`config.mk`:
```
export PLATFORM = sky130hd
export DESIGN_NAME = lru_matrix_page_replacement_unit
export DESIGN_NICKNAME = d
export VERILOG_FILES = /design/src/lrum_pkg.sv /design/src/lrum_victim_sel.sv /design/src/lru_matrix_page_replacement_unit.sv
export SDC_FILE = /design/constraint.sdc
export NUM_CORES = 1
export LEC_CHECK = 0
export BUFFER_PORTS_ARGS = -buffer_cell sky130_fd_sc_hd__buf_2
export CAP_MARGIN = 30
export CORE_UTILIZATION = 55
export DETAILED_ROUTE_END_ITERATION = 10
export GPL_ROUTABILITY_DRIVEN = 0
export PLACE_DENSITY = 0.72
export SYNTH_ARGS = -nofsm -noshare
export SYNTH_HDL_FRONTEND = slang
export SYNTH_SLANG_ARGS = --single-unit
```
`constraint.sdc`:
```
create_clock -name clk -period 20.3 [get_ports clk]
set_input_delay 3.045 -clock clk [delete_from_list [all_inputs] [get_ports clk]]
set_output_delay 3.045 -clock clk [all_outputs]
set_load 0.05 [all_outputs]
```
`src/lrum_pkg.sv`:
```
// ----------------------------------------------------------------------------
// lrum_pkg
// Shared constants and helpers for the LRU matrix page replacement unit.
// ----------------------------------------------------------------------------
package lrum_pkg;

  // default configuration
  localparam int FRAMES_DEF    = 8;
  localparam int PAGE_BITS_DEF = 16;

  // largest supported frame count, and the width of a row count at that size
  localparam int FRAMES_MAX    = 32;
  localparam int CNT_MAX_W     = 6;

  // fixed field widths on the stream ports
  localparam int IN_PAGE_W     = 16;
  localparam int OUT_FRAME_W   = 3;
  localparam int OUT_PAGE_W    = 16;
  localparam int OUT_FIELDS_W  = 1 + OUT_FRAME_W + 1 + OUT_PAGE_W;
  localparam int OUT_TDATA_W   = ((OUT_FIELDS_W + 7) / 8) * 8;

  // number of ones in a matrix row
  function automatic logic [CNT_MAX_W-1:0] count_ones(input logic [FRAMES_MAX-1:0] v);
    logic [CNT_MAX_W-1:0] n;
    n = '0;
    for (int i = 0; i < FRAMES_MAX; i++) begin
      n = n + CNT_MAX_W'(v[i]);
    end
    return n;
  endfunction

endpackage

```
`src/lrum_victim_sel.sv`:
```
// ----------------------------------------------------------------------------
// lrum_victim_sel
// Picks the frame whose matrix row holds the fewest ones, lowest index on ties.
// ----------------------------------------------------------------------------
module lrum_victim_sel #(
  parameter int FRAMES = lrum_pkg::FRAMES_DEF
) (
  input  logic [FRAMES-1:0][FRAMES-1:0]                     age,
  output logic [((FRAMES > 1) ? $clog2(FRAMES) : 1)-1:0]    victim
);
  import lrum_pkg::*;

  localparam int FIDX_W = (FRAMES > 1) ? $clog2(FRAMES) : 1;
  localparam int CNT_W  = $clog2(FRAMES + 1);

  logic [FRAMES-1:0][CNT_W-1:0] row_cnt;
  logic [CNT_W-1:0]             best_cnt;

  // per-row population counts
  always_comb begin
    for (int r = 0; r < FRAMES; r++) begin
      row_cnt[r] = CNT_W'(count_ones(FRAMES_MAX'(age[r])));
    end
  end

  // running minimum, strict compare keeps the lowest index on ties
  always_comb begin
    victim   = '0;
    best_cnt = row_cnt[0];
    for (int r = 1; r < FRAMES; r++) begin
      if (row_cnt[r] < best_cnt) begin
        best_cnt = row_cnt[r];
        victim   = FIDX_W'(r);
      end
    end
  end

endmodule

```
`src/lru_matrix_page_replacement_unit.sv`:
```
// ----------------------------------------------------------------------------
// lru_matrix_page_replacement_unit
// Page reference stream in, hit/fault report stream out, LRU matrix policy.
// ----------------------------------------------------------------------------
// One page reference is taken per clock while no result waits on out_tready.
// Its result enters the result register as it leaves the input register, so
// out_tvalid follows the handshake through the input and result registers.
// The tag compare against every frame, the row popcounts, the minimum search
// and the matrix update all sit in the single path between those registers,
// so the next reference sees the state left by the previous one without any
// stall. in_tready drops only while a result waits on out_tready. Reset clears
// the frame valid bits and the recency matrix at once; no sweep follows.
module lru_matrix_page_replacement_unit #(
  parameter int FRAMES    = lrum_pkg::FRAMES_DEF,
  parameter int PAGE_BITS = lrum_pkg::PAGE_BITS_DEF
) (
  input  logic                            clk,
  input  logic                            rst_n,
  // in_tdata: [15:0] page_number
  input  logic [lrum_pkg::IN_PAGE_W-1:0]  in_tdata,
  input  logic                            in_tvalid,
  output logic                            in_tready,
  // out_tdata: [0] page_fault, [3:1] frame_index, [4] evicted_valid,
  //            [20:5] evicted_page, [23:21] zero
  output logic [lrum_pkg::OUT_TDATA_W-1:0] out_tdata,
  output logic                            out_tvalid,
  input  logic                            out_tready
);
  import lrum_pkg::*;

  localparam int FIDX_W = (FRAMES > 1) ? $clog2(FRAMES) : 1;

  // input stage
  logic                 s1_valid_r;
  logic [PAGE_BITS-1:0] s1_page_r;
  logic                 s1_fire;

  // frame table and recency matrix
  logic [FRAMES-1:0][PAGE_BITS-1:0] pages_r;
  logic [FRAMES-1:0]                valid_r, valid_nxt;
  logic [FRAMES-1:0][FRAMES-1:0]    age_r, age_nxt;

  // lookup
  logic [FRAMES-1:0] match;
  logic              hit;
  logic [FIDX_W-1:0] hit_idx, victim_idx, use_idx;
  logic [FRAMES-1:0] col_mask;

  // result register
  logic                  out_valid_r;
  logic                  out_fault_r;
  logic [FIDX_W-1:0]     out_frame_r;
  logic                  out_ev_valid_r;
  logic [PAGE_BITS-1:0]  out_ev_page_r;

  assign s1_fire   = s1_valid_r && (!out_valid_r || out_tready);
  assign in_tready = !s1_valid_r || s1_fire;

  // input register
  always_ff @(posedge clk) begin
    if (!rst_n) begin
      s1_valid_r <= 1'b0;
    end else if (in_tready) begin
      s1_valid_r <= in_tvalid;
    end
  end

  always_ff @(posedge clk) begin
    if (in_tready && in_tvalid) begin
      s1_page_r <= PAGE_BITS'(in_tdata);
    end
  end

  // parallel tag compare against valid frames
  always_comb begin
    for (int f = 0; f < FRAMES; f++) begin
      match[f] = valid_r[f] && (pages_r[f] == s1_page_r);
    end
  end

  // lowest matching frame
  always_comb begin
    hit_idx = '0;
    for (int f = FRAMES - 1; f >= 0; f--) begin
      if (match[f]) begin
        hit_idx = FIDX_W'(f);
      end
    end
  end

  assign hit = |match;

  lrum_victim_sel #(
    .FRAMES (FRAMES)
  ) u_victim_sel (
    .age    (age_r),
    .victim (victim_idx)
  );

  assign use_idx  = hit ? hit_idx : victim_idx;
  assign col_mask = FRAMES'(1) << use_idx;

  // row of the used frame to all ones, its column cleared elsewhere
  always_comb begin
    valid_nxt          = valid_r;
    valid_nxt[use_idx] = 1'b1;
    for (int r = 0; r < FRAMES; r++) begin
      if (FIDX_W'(r) == use_idx) begin
        age_nxt[r] = '1;
      end else begin
        age_nxt[r] = age_r[r] & ~col_mask;
      end
    end
  end

  // state update
  always_ff @(posedge clk) begin
    if (!rst_n) begin
      valid_r <= '0;
      age_r   <= '0;
    end else if (s1_fire) begin
      valid_r <= valid_nxt;
      age_r   <= age_nxt;
    end
  end

  always_ff @(posedge clk) begin
    if (s1_fire && !hit) begin
      pages_r[use_idx] <= s1_page_r;
    end
  end

  // result register
  always_ff @(posedge clk) begin
    if (!rst_n) begin
      out_valid_r <= 1'b0;
    end else if (s1_fire) begin
      out_valid_r <= 1'b1;
    end else if (out_tready) begin
      out_valid_r <= 1'b0;
    end
  end

  always_ff @(posedge clk) begin
    if (s1_fire) begin
      out_fault_r    <= !hit;
      out_frame_r    <= use_idx;
      out_ev_valid_r <= !hit && valid_r[use_idx];
      out_ev_page_r  <= (!hit && valid_r[use_idx]) ? pages_r[use_idx] : '0;
    end
  end

  assign out_tvalid = out_valid_r;
  assign out_tdata  = {
    (OUT_TDATA_W - OUT_FIELDS_W)'(0),
    OUT_PAGE_W'(out_ev_page_r),
    out_ev_valid_r,
    OUT_FRAME_W'(out_frame_r),
    out_fault_r
  };

`ifndef ASSERT_OFF
  // a reference never matches two frames
  a_single_match: assert property (@(posedge clk) disable iff (!rst_n)
    s1_valid_r |-> $onehot0(match))
    else $error("page resident in more than one frame");

  // the frame used is resident afterwards
  a_used_valid: assert property (@(posedge clk) disable iff (!rst_n)
    s1_fire |=> valid_r[$past(use_idx)])
    else $error("used frame not valid after update");

  // the frame used becomes most recent
  a_row_ones: assert property (@(posedge clk) disable iff (!rst_n)
    s1_fire |=> (age_r[$past(use_idx)] == {FRAMES{1'b1}}))
    else $error("used frame row not all ones");

  // an eviction is only reported with a fault
  a_evict_fault: assert property (@(posedge clk) disable iff (!rst_n)
    (out_valid_r && out_ev_valid_r) |-> out_fault_r)
    else $error("eviction reported without a fault");

  // a hit leaves the evicted page at zero
  a_hit_page_zero: assert property (@(posedge clk) disable iff (!rst_n)
    (out_valid_r && !out_fault_r) |-> (out_ev_page_r == '0))
    else $error("evicted page non-zero on a hit");
`endif

endmodule
```
# == Word-level counts from Yosys, hierarchy flattened ==
# Cells that the tools add are included.
# word_totals
ff_bits,239
input_bits,20
out_inout_bits,26
wordCells,177
# op_classes
n_addsub,56
magnitude_cmp,9
eq_ne,15
shift,1
mux,41
bitwise,10
reduce_logical,21
# ops
op,n
$add 4x1->4,48
$bwmux 128,1
$eq 16x16->1,8
$and 8x8->8,8
$mux 8,8
$bmux 16 s3,1
$demux 16 s3,1
$mux 3,13
$mux 16,2
$lt 4x4->1,7
$mux 4,6
$add 1x1->2,8
$logic_and 1x1->1,13
$eq 3x3->1 const A,4
$not 8->8,1
$or 8x8->8,1
$reduce_or 8->1,1
$shl 1x3->8 const A,1
$eq 2x3->1 const A,2
$mux 1,5
$lt 3x4->1 const B,1
$mux 2,2
$bmux 1 s3,1
$demux 1 s3,1
6 further kinds,9

# == Longest topological paths before layout ==
# Gate-level depths: netlist (run 1).
# depth
depth_word,27
mapped_depth,72
ltp_nobuf,69

# == Hierarchy ==
# A second synthesis (run 1) with hierarchy kept.
# hier_totals
cells_unflattened,1331
area_unflattened_um2,14397.6
# by_module_without_submodules
module,n_inst,cells_each,area_per_inst_um2,seq_area_each_um2
lru_matrix_page_replacement_unit,1,1025,11850.1,6436.2
lrum_victim_sel,1,306,2547.4,0.0

# == Worst setup path after synthesis (run 1) ==
# Ideal clock, no wire load.
# synth_path
path_type,reg-to-reg
from,reg age_r[0] (netlist name)
to,reg pages_r[100] in the netlist's numbering (enable)
setup_ns,0.388
arrival_ns,12.903
required_time_ns,19.912
path_slack_ns,7.009
stages_incl_launch_ff,66
n_path_buf,3
period_less_slack_ns,13.291
path_cell_list,dfxtp_1 -> ha_1 -> inv_1 -> fa_1 -> fa_1 -> fa_1 -> fa_1 -> xor2_1 -> ha_1 -> nand2b_4 -> o311a_1 -> buf_6 -> nor2_1 -> a21oi_1 -> ha_1 -> nor2b_1 -> nor2b_1 -> a21boi_1 -> [30 not listed] -> o41ai_1 -> o21bai_1 -> mux2_2 -> ha_1 -> nor2b_1 -> o21a_1 -> o21a_1 -> o211ai_1 -> nand2_1 -> o211a_1 -> o21a_1 -> a211o_1 -> buf_6 -> inv_6 -> and2_1 -> buf_4 -> nand2_1 -> nor2_1
# synth_lines
element,line,source
"to (signal, indexed assignment)",lru_matrix_page_replacement_unit.sv:129,pages_r[use_idx] <= s1_page_r;
to (decl),lru_matrix_page_replacement_unit.sv:39,logic [FRAMES-1:0][PAGE_BITS-1:0] pages_r;

==> reports/results.md, run 1 <==
| Metric | Value | Unit |
|:---|:---|:---|
| Min-delay worst type | flop to flop | - |
| Unrepaired setup endpoints after global routing | no | - |
| Average wire length per cell after detail routing | 19.5 | microns |
| M1 WL | 12400 | microns |
| Status | finished clean | - |
| Hold WS | 0.453 | ns |
| Number of standard-cell rows in the floorplan | 55 | - |
| Fmax | 65.5 | MHz |
| Clock Skew | 0.0131 | ns |
| Period utilization | 75.2 | % |
| DRC Markers | 0 | - |
| Clock root buffer | sky130_fd_sc_hd__clkbuf_16 | - |
| TritonCTS Buffers | 24 | - |
| Max-slew headroom | 37.3 | % |
| CP max-delay cell | sky130_fd_sc_hd__fa_1 | - |
| Register area | 6440 | sq um |
| Critical path peak fanout | 70 | - |
| Cells after Synth | 1203 | - |
| Area Overhead vs Synth | 8.96 | % |
| Insertion delay of the later-clocked pin in the worst-skew pair | 0.52 | ns |
| Top cell family by delay on the critical path | compound AO/OA/AOI/OAI gates | - |
| Post-layout net count | 1319 | - |
| Final core occ | 61.7 | % |
| Number of violations reported at the end of detailed-routing iteration 0 | 884 | - |
| Distinct cell type count of the synthesized netlist | 75 | - |
| Overflow after GRT | 0 | - |
| Number of global-route vias before repair | 8786 | - |
| X dimension of the die | 155 | microns |
| Hold violation total from the final report | 0 | - |
| Cell types with the largest area share after synthesis | sky130_fd_sc_hd__edfxtp_1, sky130_fd_sc_hd__dfxtp_1, sky130_fd_sc_hd__xor2_1, sky130_fd_sc_hd__fa_1, sky130_fd_sc_hd__a21oi_1 | - |
| Setup violations, final | 0 | - |
| Required time at the worst-slack endpoint | 20.49 | ns |
| Routed vias | 8814 | - |
| TritonCTS clock tree | yes | - |
| All-layer global routing usage | 25.4 | % |
| Number of levels in the clock H-tree | 1 | - |
| Routed met2 length | 14900 | microns |
| Number of setup buffers added after CTS | 0 | - |
| Die Height | 155 | microns |
| Total core area | 22800 | sq um |
| Synthesized area divided by synthesized cell count | 10.8 | sq um |
| Wire length of the first global-routing pass | 47200 | microns |
| Number of sinks handled by clock tree synthesis | 239 | - |
| TritonRoute pass-1 iters | 5 | - |
| Resize count post-CTS | 0 | - |
| Ratio of cells with drive above 1 in the final layout | 11.3 | % |
| Largest net degree at the start of global routing | 71 | - |
| I/O pin count | 46 | - |
| Cell taking the most area after synthesis | sky130_fd_sc_hd__edfxtp_1 | - |
| Initial antenna violation count | 0 | - |
| CTS hold repair buffers | 0 | - |
| Post-detailed-routing wire length | 30200 | microns |
| Flip-flop and latch count after synthesis | 239 | - |
| Max-cap check violation count | 0 | - |
| Period minus WS final | 15.27 | ns |
| Worst reg2reg startpoint | age_r[0]$_SDFFE_PN0P_ | - |
| Arrival time at the worst endpoint | 15.46 | ns |
| Proportion of synthesized flip-flops having asynchronous set or reset | 0 | % |
| CP Capture Type | flop | - |
| Post-synth top flop | sky130_fd_sc_hd__edfxtp_1 | - |
| Slew of the pin with the lowest slew margin | 0.941 | ns |
| Proportion of synthesized chip area in sequential cells | 49.7 | % |
| Startpoint class of the critical path | flop | - |
| Start point of the critical path | age_r[0]$_SDFFE_PN0P_ | - |
| Hold path start | age_r[34]$_SDFFE_PN0P_ | - |
| Max Used Layer | met4 | - |
| Detailed-routed wire length on met3 | 1720 | microns |
| Most used cells in the layout excluding fill and tap cells | sky130_fd_sc_hd__edfxtp_1, sky130_fd_sc_hd__nand2_1, sky130_fd_sc_hd__a21oi_1 | - |
| Area occupied by multi-input gates | 5750 | sq um |
| Quantity of I/O buffers inserted on ports | 42 | - |
| Number of warnings reported in the yosys synthesis log | 0 | - |
| Critical path buffer and inverter count | 5 | - |
| Clock transition at path regs | 0.07 | ns |
| Post-DR vias/cell | 5.68 | - |
| Count of nets left with antenna violations after detail routing | 0 | - |
| Proportion of netlist area held by the largest area contributor | 38.3 | % |
| Post-detail-place hpwl | 20500 | microns |
| Commonest non-fill, non-tap cell in the layout | sky130_fd_sc_hd__edfxtp_1 | - |
| Post-route setup TNS | 0 | ns |
| CP Class | flop to flop | - |
| Effective utilization at floorplan | 56.7 | % |
| Fill cell count | 1900 | - |
| CP dominant cell by count | sky130_fd_sc_hd__ha_1 | - |
| Number of synthesized flops with an enable pin | 165 | - |
| Final slew viol count | 0 | - |
| Post-synthesis cell area | 12900 | sq um |
| Area enclosed by the die boundary | 24200 | sq um |
| Max Buffers Root-to-Sink | 3 | - |
| Slowest cell delay on critical path | 0.66 | ns |
| Antenna diodes | 0 | - |
## through the flow
step	std cells	area (sq um)	setup WS [ns]
floorplan	1205	13000	7.01
global placement	1506	13300	5.62
detailed placement	1507	13300	5.19
CTS	1551	14100	5.17
global route	1551	14100	3.98
finish	1551	14100	5.03
## registers in the layout, summed over array words and instances, names as in the netlist, named ones only
name and count:
s1_valid_r 1, valid_r 8, s1_page_r 16, out_frame_r 3
out_tvalid 1, out_fault_r 1, pages_r 128, age_r 56
out_ev_valid_r 1, out_ev_page_r 16
## per-layer routing
layer  global-route usage [%]  vias to the layer above
met3                     3.29                       66
met5                        0                        -
met2                     43.6                      272
li1                         -                     4197
met1                     32.4                     4279
met4                     10.6                        0
## path summary, 6_finish.rpt
check | cells after the start | slack, ns | end
max | 63 | 5.03 | pages_r[108]$_DFFE_PP_
max reg2reg | 63 | 5.03 | pages_r[108]$_DFFE_PP_
min reg2reg | 2 | 0.45 | age_r[34]$_SDFFE_PN0P_
min | 2 | 0.45 | age_r[34]$_SDFFE_PN0P_
## cell usage after synthesis (all sizes together) (4+ instances only)
master  number
clkbuf      33
edfxtp     165
buf         33
nand2b       5
mux2i       19
a211oi       7
ha          47
nor2        34
xnor2       27
or2          4
nor4        25
and2         6
a22o        16
nand4       10
nand3       46
a21oi      125
dfxtp       74
o22a         4
nor2b       18
o21ai        9
nor3        27
xor2       109
nand2      147
o21a        21
o211ai       7
fa          32
inv        108
## cell families after synthesis
group	share of synthesized area, %
adder cells (fa/ha/maj)	9.49
flip-flops	49.7
multiplexers	1.56
AND/OR/NAND/NOR	12.9
other	0.0290
buffers and inverters	5.94
AO/OA/AOI/OAI	11.2
XOR/XNOR	9.20
## worst register-to-register path: cells and delay by family, from the launching register on
family	cells	cell delay, ns
compound gates	22	4.76
fa+ha+maj	12	4.14
simple gates	21	3.61
buf+inv	5	1.28
mux	3	0.83
flops	1	0.33
## layout make-up
class,instances,area share [%]
Inverter,108,2.93
Timing Repair Buffer,55,2.27
Sequential cell,239,45.6
Tap cell,313,2.78
Clock buffer,30,4.94
Multi-Input combinational cell,792,40.8
Clock inverter,14,0.683
Power of run 1 is not shown: default switching activity piles up to over one toggle a cycle in this logic, so the estimate is an artifact.
==> run 2: changes to the inputs <==
Settings changed: PLACE_DENSITY 0.72 to 0.75.
Clock period 20.3 ns to 12.51 ns, I/O delays scaled along.
==> run 2 against run 1 <==
Effect of this change: the flow now finishes with violations (negative setup slack); die area unchanged; count of clock-buffer cells in the layout up 1; worst hold slack hardly changed; wire length increased by 40%; critical path depth up 6; first-iteration DRC count up 35%; via count is 20% higher; non-clock buffer count grew 156; flip-flop and latch count unchanged; largest cell class is now multi-input combinational cells; sequential share of layout area down 7.4 points; utilization grew 12 points.
==> reports/results.md, run 2 (same netlist as run 1, synthesis figures left out) <==
| Metric | Value | Unit | Delta |
|:---|:---|:---|:---|
| Status | complete, but fails checks | - |  |
| Violated checks | negative setup slack | - |  |
| Unrepaired setup endpoints after global routing | yes | - |  |
| Clock root buffer | sky130_fd_sc_hd__clkbuf_16 | - |  |
| Final core occ | 73.8 | % | +12 points |
| Routed vias | 10541 | - | +20% |
| CP Capture Type | flop | - |  |
| Number of global-route vias before repair | 10078 | - | +15% |
| DRC Markers | 0 | - | unchanged |
| M1 WL | 14600 | microns | +18% |
| Required time at the worst-slack endpoint | 12.78 | ns | -7.71 ns |
| Max-cap check violation count | 0 | - | unchanged |
| Fmax | 75.6 | MHz | +15% |
| Setup ws final | -0.720 | ns | -5.75 ns |
| TritonCTS Buffers | 25 | - | +4.2% |
| TritonRoute pass-1 iters | 5 | - | unchanged |
| Post-DR vias/cell | 6.16 | - | +8.5% |
| Number of standard-cell rows in the floorplan | 55 | - | unchanged |
| Number of violations reported at the end of detailed-routing iteration 0 | 1195 | - | +35% |
| I/O pin count | 46 | - | unchanged |
| Hold violation total from the final report | 0 | - | unchanged |
| Commonest non-fill, non-tap cell in the layout | sky130_fd_sc_hd__edfxtp_1 | - |  |
| Setup violations, final | 219 | - | +219 |
| TritonCTS clock tree | yes | - |  |
| Routed met2 length | 20500 | microns | +38% |
| Post-place setup slack | -0.600 | ns | -5.79 ns |
| Ratio of cells with drive above 1 in the final layout | 31.5 | % | +20 points |
| Largest net degree at the start of global routing | 42 | - | -41% |
| Count of nets left with antenna violations after detail routing | 0 | - | unchanged |
| Clock Skew | 0.0190 | ns | +0.00595 ns |
| Min-delay worst type | flop to flop | - |  |
| CTS hold repair buffers | 0 | - | unchanged |
| Final slew viol count | 0 | - | unchanged |
| Number of levels in the clock H-tree | 1 | - | unchanged |
| Overflow after GRT | 0 | - | unchanged |
| Area Overhead vs Synth | 30.2 | % |  |
| Critical path peak fanout | 7 | - | -90% |
| Max-slew headroom | 20.3 | % | -17 points |
| Hold WS | 0.453 | ns | -0.000440 ns |
| Quantity of I/O buffers inserted on ports | 42 | - | unchanged |
| CP max-delay cell | sky130_fd_sc_hd__fa_1 | - |  |
| Period utilization | 106 | % | +31 points |
| Wire length of the first global-routing pass | 57100 | microns | +21% |
| Total core area | 22800 | sq um | unchanged |
| Area enclosed by the die boundary | 24200 | sq um | unchanged |
| Slowest cell delay on critical path | 0.51 | ns | -0.15 ns |
| Initial antenna violation count | 1 | - | +1 |
| All-layer global routing usage | 31.4 | % | +6.1 points |
| Insertion delay of the later-clocked pin in the worst-skew pair | 0.54 | ns | +0.02 ns |
| Average wire length per cell after detail routing | 24.7 | microns | +27% |
| CP Class | flop to flop | - |  |
| Number of flip-flops in the largest register | 128 | - | unchanged |
| Register-to-register setup slack | -0.72 | ns | -5.75 ns |
| Largest Register | pages_r | - |  |
| Max Used Layer | met5 | - |  |
| Clock transition at path regs | 0.06 | ns | about the same |
| Largest registers | pages_r (128), age_r (56) | - |  |
| Detailed-routed wire length on met3 | 4070 | microns | +140% |
| Post-detailed-routing wire length | 42300 | microns | +40% |
| Max Buffers Root-to-Sink | 3 | - | unchanged |
| X dimension of the die | 155 | microns | unchanged |
| Antenna diodes | 0 | - | unchanged |
| Post-layout net count | 1478 | - | +12% |
| Slew of the pin with the lowest slew margin | 1.18 | ns | +0.244 ns |
| Most used cells in the layout excluding fill and tap cells | sky130_fd_sc_hd__edfxtp_1, sky130_fd_sc_hd__nand2_1, sky130_fd_sc_hd__xor2_1 | - |  |
| CP dominant cell by count | sky130_fd_sc_hd__buf_4 | - |  |
| Number of sinks handled by clock tree synthesis | 239 | - | unchanged |
| Post-detail-place hpwl | 22100 | microns | +7.6% |
| Period minus WS final | 13.23 | ns | -2.04 ns |
| Effective utilization at floorplan | 56.7 | % | unchanged |
| Startpoint class of the critical path | flop | - |  |
| Post-route setup TNS | -109.75 | ns | -109.75 ns |
| Die Height | 155 | microns | unchanged |
| Arrival time at the worst endpoint | 13.50 | ns | -1.96 ns |
-- run 2: cell types whose count changed in the layout (fill, tap and decap cells not counted), moves of 16 or more --
cell | before | now
sky130_fd_sc_hd__buf_4 | 12 | 102
sky130_fd_sc_hd__buf_12 | 1 | 21
sky130_fd_sc_hd__nor2_1 | 32 | 16
sky130_fd_sc_hd__a21oi_1 | 125 | 84
sky130_fd_sc_hd__nand2_1 | 146 | 122
sky130_fd_sc_hd__buf_6 | 0 | 27
sky130_fd_sc_hd__a21oi_2 | 0 | 39
-- run 2: final timing paths --
kind                     startpoint                               to  depth (start not counted)
max           age_r[1]$_SDFFE_PN0P_  out_ev_page_r[10]$_SDFFCE_PN0P_                         69
max reg2reg   age_r[1]$_SDFFE_PN0P_  out_ev_page_r[10]$_SDFFCE_PN0P_                         69
min reg2reg  age_r[19]$_SDFFE_PN0P_           age_r[19]$_SDFFE_PN0P_                          2
min          age_r[19]$_SDFFE_PN0P_           age_r[19]$_SDFFE_PN0P_                          2
-- run 2: area by class of cell --
cell class                      count  area (sq um)
Clock inverter                     14           144
Tap cell                          313           392
Fill cell                        1389          5990
Clock buffer                       31           709
Inverter                          108           429
Timing Repair Buffer              211          2110
Sequential cell                   239          6440
Multi-Input combinational cell    794          6640
-- run 2: metal layers --
metal / global-route usage [%] / vias to the layer above
met3: 5.10 / 233
li1: - / 4517
met5: 0 / -
met1: 37.7 / 5084
met2: 54.1 / 705
met4: 17.4 / 2
-- run 2: worst max-delay path: cells and delay by family, from the launching register on --
family / cells / cell delay [ns]
AND/OR/NAND/NOR: 17 / 2.81
adder cells (fa/ha/maj): 11 / 3.47
XOR/XNOR: 1 / 0.16
multiplexers: 4 / 0.97
flip-flops: 1 / 0.34
buffers and inverters: 18 / 2.01
AO/OA/AOI/OAI: 18 / 3.16
-- run 2: repair_timing --
item	CTS	global route
pin swaps	76	80
gates cloned	11	7
resized for setup	140	105
buffers inserted	47	35
endpoints found under the setup margin	212	220
-- run 2: stage by stage --
stage                     area [sq um]  instances
after floorplan                  13100       1205
after global placement           14000       1568
after detailed placement         14000       1571
after CTS                        16100       1674
after global routing             16900       1710
final                            16900       1710
Power of run 2 is left out for the same reason.
